File: config.mk
export PLATFORM = sky130hd
export DESIGN_NAME = button_click_hold_detector_top
export DESIGN_NICKNAME = d
export VERILOG_FILES = /design/src/hw/rtl/bchd_pkg.sv /design/src/hw/rtl/button_click_hold_detector_top.sv
export SDC_FILE = /design/constraint.sdc
export NUM_CORES = 2
export LEC_CHECK = 0
export BUFFER_PORTS_ARGS = -buffer_cell sky130_fd_sc_hd__buf_4
export CORE_ASPECT_RATIO = 1.75
export CORE_MARGIN = 2
export CORE_UTILIZATION = 45
export DETAILED_ROUTE_END_ITERATION = 6
export PLACE_DENSITY = 0.62
export SETUP_SLACK_MARGIN = 0.5
export SLEW_MARGIN = 15
export SYNTH_ARGS = -nofsm -noshare
export SYNTH_HDL_FRONTEND = slang
export SYNTH_SLANG_ARGS = --single-unit
export TNS_END_PERCENT = 30
File: constraint.sdc
create_clock -name clk -period 20.9 [get_ports clk]
set_clock_uncertainty 0.2 [all_clocks]
set_input_delay 1.045 -clock clk [delete_from_list [all_inputs] [get_ports clk]]
set_output_delay 1.045 -clock clk [all_outputs]
set_load 0.02 [all_outputs]
File: src/hw/rtl/bchd_pkg.sv
// Shared types and constants of the button click/hold detector.
// No dependencies; imported by the top level and its checker.
package bchd_pkg;

	localparam int IDX_W      = 3;
	localparam int TIME_W     = 32;
	localparam int OUT_CNT_W  = 16;
	localparam int BUIU_W     = 4;
	localparam int MS_W       = 16;
	localparam int CFG_IDX_W  = 3;
	localparam int CFG_DATA_W = 16;

	localparam logic CMD_SCAN = 1'b0;
	localparam logic CMD_INIT = 1'b1;

	typedef enum logic [CFG_IDX_W-1:0] {
		CFG_BUTTONS_IN_USE      = 3'd0,
		CFG_DEBOUNCE_MS         = 3'd1,
		CFG_CLICK_MAX_MS        = 3'd2,
		CFG_HOLD_MS             = 3'd3,
		CFG_DOUBLE_CLICK_GAP_MS = 3'd4
	} cfg_reg_t;

	localparam logic [BUIU_W-1:0] RST_BUTTONS_IN_USE      = 4'd8;
	localparam logic [MS_W-1:0]   RST_DEBOUNCE_MS         = 16'd20;
	localparam logic [MS_W-1:0]   RST_CLICK_MAX_MS        = 16'd400;
	localparam logic [MS_W-1:0]   RST_HOLD_MS             = 16'd1000;
	localparam logic [MS_W-1:0]   RST_DOUBLE_CLICK_GAP_MS = 16'd300;

	typedef struct packed {
		logic              cmd;
		logic [IDX_W-1:0]  button_index;
		logic              raw_pressed;
		logic [TIME_W-1:0] now_ms;
	} scan_item_t;

	typedef struct packed {
		logic                 ignored;
		logic                 pressed;
		logic                 held;
		logic [OUT_CNT_W-1:0] single_total;
		logic [OUT_CNT_W-1:0] double_total;
		logic [OUT_CNT_W-1:0] hold_total;
	} result_item_t;

endpackage

File: src/hw/rtl/button_click_hold_detector_top.sv
// Button debounce and click / double-click / hold detector, top level.
// Depends on bchd_pkg for the item types and register codes.
//
// Usage:
// Each scan item names a button, its raw level and a millisecond timestamp;
// the block answers every item with exactly one result item, in order.
// A scan item debounces the level and updates the click, double-click and
// hold counters of that button; an init item reloads the button from its
// raw level and clears it. Items for buttons at or above buttons_in_use
// (scans) or beyond the store (any item) come back with ignored set.
// An accepted item is registered into the compute stage, and its result
// into the result register that offers it. One item is accepted every cycle
// while the result side does not stall: the per-button records sit in a
// memory with a registered read, and a record written in one cycle is
// forwarded to an item for the same button that was read in that cycle.
// Throughput is set by that single read-modify-write of one record. Reset
// clears all records through per-entry valid bits and loads the register
// defaults; no clearing pass is needed. While the result side stalls, the
// finished result is held and a waiting compute item raises scan_stall.
module button_click_hold_detector_top
	import bchd_pkg::*;
#(
	parameter int NUM_BUTTONS = 8,
	parameter int COUNT_BITS  = 16
) (
	input  logic                  clk,
	input  logic                  arst_n,
	input  logic                  scan_valid,
	output logic                  scan_stall,
	input  scan_item_t            scan,
	output logic                  result_valid,
	input  logic                  result_stall,
	output result_item_t          result,
	input  logic                  cfg_we,
	input  logic [CFG_IDX_W-1:0]  cfg_index,
	input  logic [CFG_DATA_W-1:0] cfg_data
);

	localparam int AW = (NUM_BUTTONS > 1) ? $clog2(NUM_BUTTONS) : 1;

	typedef struct packed {
		logic                  raw_level;
		logic [TIME_W-1:0]     raw_change_time;
		logic                  debounced_level;
		logic                  held_flag;
		logic [COUNT_BITS-1:0] clicks;
		logic [COUNT_BITS-1:0] double_clicks;
		logic [COUNT_BITS-1:0] holds;
		logic [TIME_W-1:0]     press_start_time;
		logic                  hold_done;
		logic                  awaiting_second;
		logic [TIME_W-1:0]     pending_click_time;
	} btn_rec_t;

	// Configuration registers.
	logic [BUIU_W-1:0] buttons_in_use_q;
	logic [MS_W-1:0]   debounce_ms_q;
	logic [MS_W-1:0]   click_max_ms_q;
	logic [MS_W-1:0]   hold_ms_q;
	logic [MS_W-1:0]   gap_ms_q;

	btn_rec_t mem [NUM_BUTTONS];
	logic [NUM_BUTTONS-1:0] vld_q;

	logic         scan_acc;
	logic [AW-1:0] rd_addr;

	logic         valid_s1;
	scan_item_t   item_s1;
	btn_rec_t     rd_rec_s1;
	logic         rd_vld_s1;
	logic         fwd_s1;
	btn_rec_t     wr_rec_q;

	logic         adv_s1;
	logic [AW-1:0] addr_s1;
	logic         apply_s1;
	btn_rec_t     cur_rec;
	btn_rec_t     nxt_rec;
	result_item_t res_s1;

	logic         res_valid_q;
	result_item_t res_q;

	always_ff @(posedge clk or negedge arst_n) begin
		if (!arst_n) begin
			buttons_in_use_q <= RST_BUTTONS_IN_USE;
			debounce_ms_q    <= RST_DEBOUNCE_MS;
			click_max_ms_q   <= RST_CLICK_MAX_MS;
			hold_ms_q        <= RST_HOLD_MS;
			gap_ms_q         <= RST_DOUBLE_CLICK_GAP_MS;
		end else if (cfg_we) begin
			case (cfg_reg_t'(cfg_index))
				CFG_BUTTONS_IN_USE:      buttons_in_use_q <= cfg_data[BUIU_W-1:0];
				CFG_DEBOUNCE_MS:         debounce_ms_q    <= cfg_data[MS_W-1:0];
				CFG_CLICK_MAX_MS:        click_max_ms_q   <= cfg_data[MS_W-1:0];
				CFG_HOLD_MS:             hold_ms_q        <= cfg_data[MS_W-1:0];
				CFG_DOUBLE_CLICK_GAP_MS: gap_ms_q         <= cfg_data[MS_W-1:0];
				default: ;
			endcase
		end
	end

	// Handshake: the compute stage moves on when the result register is free
	// or being emptied; a new item enters only when the stage is empty or empties.
	assign adv_s1     = valid_s1 && (!res_valid_q || !result_stall);
	assign scan_stall = valid_s1 && !adv_s1;
	assign scan_acc   = scan_valid && !scan_stall;
	assign rd_addr    = AW'(scan.button_index);
	assign addr_s1    = AW'(item_s1.button_index);

	always_comb begin
		logic              in_store;
		logic              in_use;
		logic              prev;
		logic              rise;
		logic              fall;
		logic [TIME_W-1:0] d_raw;
		logic [TIME_W-1:0] d_press;
		logic [TIME_W-1:0] d_pend;
		btn_rec_t          r;

		prev    = 1'b0;
		rise    = 1'b0;
		fall    = 1'b0;
		d_raw   = '0;
		d_press = '0;
		d_pend  = '0;

		in_store = 32'(item_s1.button_index) < 32'(NUM_BUTTONS);
		in_use   = {1'b0, item_s1.button_index} < buttons_in_use_q;
		apply_s1 = in_store && ((item_s1.cmd == CMD_INIT) || in_use);

		cur_rec = fwd_s1 ? wr_rec_q : (rd_vld_s1 ? rd_rec_s1 : '0);
		r = cur_rec;

		if (item_s1.cmd == CMD_INIT) begin
			r = '0;
			r.raw_level       = item_s1.raw_pressed;
			r.raw_change_time = item_s1.now_ms;
			r.debounced_level = item_s1.raw_pressed;
		end else begin
			if (item_s1.raw_pressed != r.raw_level) begin
				r.raw_level       = item_s1.raw_pressed;
				r.raw_change_time = item_s1.now_ms;
			end
			prev  = r.debounced_level;
			d_raw = item_s1.now_ms - r.raw_change_time;
			if (r.raw_level != r.debounced_level && d_raw >= TIME_W'(debounce_ms_q))
				r.debounced_level = r.raw_level;
			rise = r.debounced_level && !prev;
			fall = !r.debounced_level && prev;

			if (rise) begin
				r.press_start_time = item_s1.now_ms;
				r.hold_done        = 1'b0;
			end
			d_press = item_s1.now_ms - r.press_start_time;
			if (fall) begin
				r.held_flag = 1'b0;
				if (!r.hold_done && d_press <= TIME_W'(click_max_ms_q)) begin
					if (r.awaiting_second) begin
						r.double_clicks   = r.double_clicks + COUNT_BITS'(1);
						r.awaiting_second = 1'b0;
					end else begin
						r.awaiting_second    = 1'b1;
						r.pending_click_time = item_s1.now_ms;
					end
				end
			end
			if (r.debounced_level && !r.hold_done && d_press >= TIME_W'(hold_ms_q)) begin
				r.held_flag       = 1'b1;
				r.holds           = r.holds + COUNT_BITS'(1);
				r.hold_done       = 1'b1;
				r.awaiting_second = 1'b0;
			end
			d_pend = item_s1.now_ms - r.pending_click_time;
			if (r.awaiting_second && !r.debounced_level && d_pend >= TIME_W'(gap_ms_q)) begin
				r.clicks          = r.clicks + COUNT_BITS'(1);
				r.awaiting_second = 1'b0;
			end
		end
		nxt_rec = r;

		if (apply_s1) begin
			res_s1.ignored      = 1'b0;
			res_s1.pressed      = r.debounced_level;
			res_s1.held         = r.held_flag;
			res_s1.single_total = OUT_CNT_W'(r.clicks);
			res_s1.double_total = OUT_CNT_W'(r.double_clicks);
			res_s1.hold_total   = OUT_CNT_W'(r.holds);
		end else begin
			res_s1         = '0;
			res_s1.ignored = 1'b1;
		end
	end

	// Record memory: registered read on acceptance, write-back of an applied
	// item as it leaves the compute stage.
	always_ff @(posedge clk) begin
		if (scan_acc)
			rd_rec_s1 <= mem[rd_addr];
		if (adv_s1 && apply_s1)
			mem[addr_s1] <= nxt_rec;
	end

	always_ff @(posedge clk or negedge arst_n) begin
		if (!arst_n) begin
			vld_q <= '0;
		end else if (adv_s1 && apply_s1) begin
			vld_q[addr_s1] <= 1'b1;
		end
	end

	always_ff @(posedge clk or negedge arst_n) begin
		if (!arst_n) begin
			valid_s1    <= 1'b0;
			res_valid_q <= 1'b0;
		end else begin
			if (scan_acc)
				valid_s1 <= 1'b1;
			else if (adv_s1)
				valid_s1 <= 1'b0;
			if (adv_s1)
				res_valid_q <= 1'b1;
			else if (!result_stall)
				res_valid_q <= 1'b0;
		end
	end

	// The write that lands on the edge of a read is not seen by that read,
	// so its record is kept and forwarded to the next item if it matches.
	always_ff @(posedge clk) begin
		if (scan_acc) begin
			item_s1   <= scan;
			rd_vld_s1 <= vld_q[rd_addr];
			fwd_s1    <= adv_s1 && apply_s1 && (addr_s1 == rd_addr);
		end
		if (adv_s1) begin
			wr_rec_q <= nxt_rec;
			res_q    <= res_s1;
		end
	end

	assign result_valid = res_valid_q;
	assign result       = res_q;

endmodule

==> flow_summary.yaml <==
sta:
  fmax_mhz: 52.2
  slew_headroom_pct: 11.3
  worst_pin_slew_ps: 1320
  fin_crit_ps: 19170
  fin_crit_sh_pct: 91.7
  slew_violations: 0
  final_hold_viol_count: 0
  rsz0062_at_grt: "no"
  finalSetupViolations: 0
  tns_ps: 0
synth:
  synth.ff_latch_count: 1658
  synth_warnings: 0
  syn_area_um2: 72100
  synth_nets: 4566
  synth-edff-count: 1580
  synth_cells: 4340
  synth_area_per_cell_um2: 16.6
  ys_types: 98
  postSynth.asyncResetShare_pct: 4.70
  ys_seq_area_share_pct: 68.6
  synth_flop_cell: "edfxtp_1"
global_route:
  grt_pass1_wl_um: 278000
  grt_max_degree: 134
  grt_pass1_vias: 41569
  antenna_found_initial: 8
  overflow: 0
  grt_use_total_pct: 23.2
detailed_routing:
  drtIter0Drc: 3188
  vias: 40161
  post_drt_wl_per_cell_um: 28.5
  via_per_inst: 6.04
  routed_wl_um: 190000
  drt_pass1_iterations: 7
  drc: 0
  ant_nets: 0
clock_tree:
  cts_sinks: 1658
  cts_resized: 0
  cts_setup_buffers: 0
  cts_inserted_buffers: 148
  htree_levels: 4
  cts.clk_slew.worst_paths_ps: 70
  clkLatencyLatePin_ps: 810
  cts_hold_buf: 0
  clk_path_buf_depth: 3
  cts-root-buf: "clkbuf_16"
  tritoncts: "yes"
worst_setup_path:
  cpMaxStageDelayCell: "nor4_1"
  worstSetupPathType: "reg2reg"
  max_stage_delay_ps: 810
  arrival_ps: 19410
  worstPathRequired_ps: 21140
  worst-path-max-fanout: 32
  cp-start-kind: "flip-flop"
  cp-end-kind: "flip-flop"
  cpMostUsedCell: "a21oi_1"
power_and_ir_drop:
  power_frac_clock_pct: 34.4
  power_leakage_nw: 27.3
  p_comb_share_pct: 16.2
  ir_worst_vdd_mv: 0.0901
  p_per_area_nw_per_um2: 98.9
  intPower_mw: 5.82
  power_frac_seq_pct: 49.5
  switching_power_mw: 2.13
  p_sw_share_pct: 26.8
floorplanning:
  start_util_pct: 45.2
  num_io_pins: 114
  core_area_um2: 159000
  rows: 194
  die_area_um2: 164000
  die_h_um: 533
  dieWidth_um: 307
finish:
  syn2layout_area_growth_pct: 11.4
  design_area_um2: 80300
  layout-drive-gt1-share_pct: 21.4
  layout.nets: 4692
placed_design:
  port_buffers: 113
  dp_hpwl_um: 115000
  place_area_um2: 75500
  gp_congestion: 0.938
hold_path:
  hold_class: "in2async"
status:
  status: "finished, final reports clean"
job:
  drv_cap: 0
## synth_stat cells, types with 20 or more instances
cell type	number	area share (%)
a21o_1	52	0.54
nor2b_1	20	0.17
mux2_2	183	2.9
nor2_1	275	1.4
dfrtp_1	62	2.2
a21oi_1	143	0.99
nand2_1	264	1.4
o21a_1	22	0.23
a22o_1	89	1.1
ha_1	162	2.8
nand3_1	38	0.26
nand2b_1	28	0.24
edfxtp_1	1580	66
inv_1	112	0.58
nand4_1	36	0.31
nor4_1	20	0.17
mux4_2	300	9.4
buf_1	42	0.22
o211ai_1	21	0.22
clkbuf_1	152	0.79
mux2i_1	82	1.1
o21ai_0	107	0.74
nor3_1	56	0.39
a22oi_1	70	0.73
xnor2_1	46	0.56
and3_1	25	0.22
xor2_1	39	0.47
## worst paths after layout
check / start / endpoint / slack [ps] / cells past startpoint
worst max-delay path: rd_vld_s1 / mem[2][32] / 1730 / 70
worst min register to register: vld_q[1] / vld_q[1] / 260 / 1
max in group asynchronous: arst_n / debounce_ms_q[3] / 19840 / 1
worst max register to register: rd_vld_s1 / mem[2][32] / 1730 / 70
worst min-delay path: arst_n / gap_ms_q[0] / 120 / 1
min in group clk: scan[14] / item_s1[14] / 220 / 1
## layer usage
layer  GRT usage, %  up-vias  routed length, um
li1               -    17469                  -
met1           27.0    21057              71200
met2           42.4     1260             101000
met3           3.15      369               8570
met4           10.1        6               8780
met5              0        -                 39
## power by group through the flow
stage / combinational, mW / clock [mW] / sequential (mW)
final: 1.28 / 2.73 / 3.93
after floorplan: 0.851 / 0 / 4.01
after detailed placement: 1.28 / 0 / 4.00
after CTS: 1.29 / 2.78 / 3.93
after global routing: 1.40 / 2.90 / 3.94
after global placement: 1.27 / 0 / 3.99
## kinds of logic (layout without fill, tap and decap cells)
| group | after synthesis | after routing | synth area share, % |
|---|---|---|---|
| DFF | 1658 | 1658 | 68.6 |
| and+or+nand+nor | 869 | 869 | 5.83 |
| AOI/OAI and AO/OA | 662 | 662 | 6.38 |
| muxes | 575 | 575 | 13.5 |
| buffers and inverters | 325 | 571 | 1.75 |
| adders and majority gates | 166 | 166 | 2.91 |
| xor gates and xnor gates | 85 | 85 | 1.03 |
| other | 0 | 4 | 0 |
## layout make-up
class / instances / area, um2
fill: 12973 / 79200
sequential: 1658 / 49400
multi-input combinational: 2357 / 21500
clock buffer: 180 / 3900
tap: 2058 / 2570
timing repair buffer: 188 / 1520
clock inverter: 90 / 911
inverter: 113 / 424
antenna: 4 / 10.0
## metrics by stage
stage	std cells	power (mW)	util [%]	setup WS, ps	hold slack (ps)
final	6648	7.94	50.3	1730	122
after global routing	6645	8.24	50.3	520	154
after CTS	6644	8.00	50.3	1870	159
after detailed placement	6374	5.28	47.3	1920	250
after global placement	6374	5.26	47.3	2270	247
after floorplan	4340	4.86	-	2730	234
## cells in the final DEF (no fill, tap or decap), drive strengths merged, types with 112 or more instances in the layout
| cell | netlist | final |
|---|---|---|
| clkbuf | 153 | 181 |
| mux4 | 300 | 300 |
| ha | 162 | 162 |
| nand2 | 265 | 265 |
| o21ai | 112 | 112 |
| a21oi | 145 | 145 |
| mux2 | 193 | 193 |
| inv | 113 | 125 |
| buf | 59 | 187 |
| edfxtp | 1580 | 1580 |
| nor2 | 276 | 276 |
## sequential cells by signal (all words and copies together) (netlist names), 3 cells and up
| register | flops |
|---|---|
| rd_rec_s1 | 149 |
| mem | 1192 |
| wr_rec_q | 149 |
| vld_q | 8 |
| hold_ms_q | 16 |
| gap_ms_q | 16 |
| buttons_in_use_q | 4 |
| item_s1 | 34 |
| result | 51 |
| click_max_ms_q | 16 |
| addr_s1 | 3 |
| debounce_ms_q | 16 |
## critical path, delay by kind of cell, from the launching register on
| family | cells | cell delay (ps) |
|---|---|---|
| and+or+nand+nor | 23 | 5990 |
| AOI/OAI and AO/OA | 30 | 7180 |
| xor gates and xnor gates | 3 | 460 |
| DFF | 1 | 640 |
| adders and majority gates | 8 | 2410 |
| buffers and inverters | 4 | 1400 |
| muxes | 2 | 470 |
(Power assumes the default switching activity.)
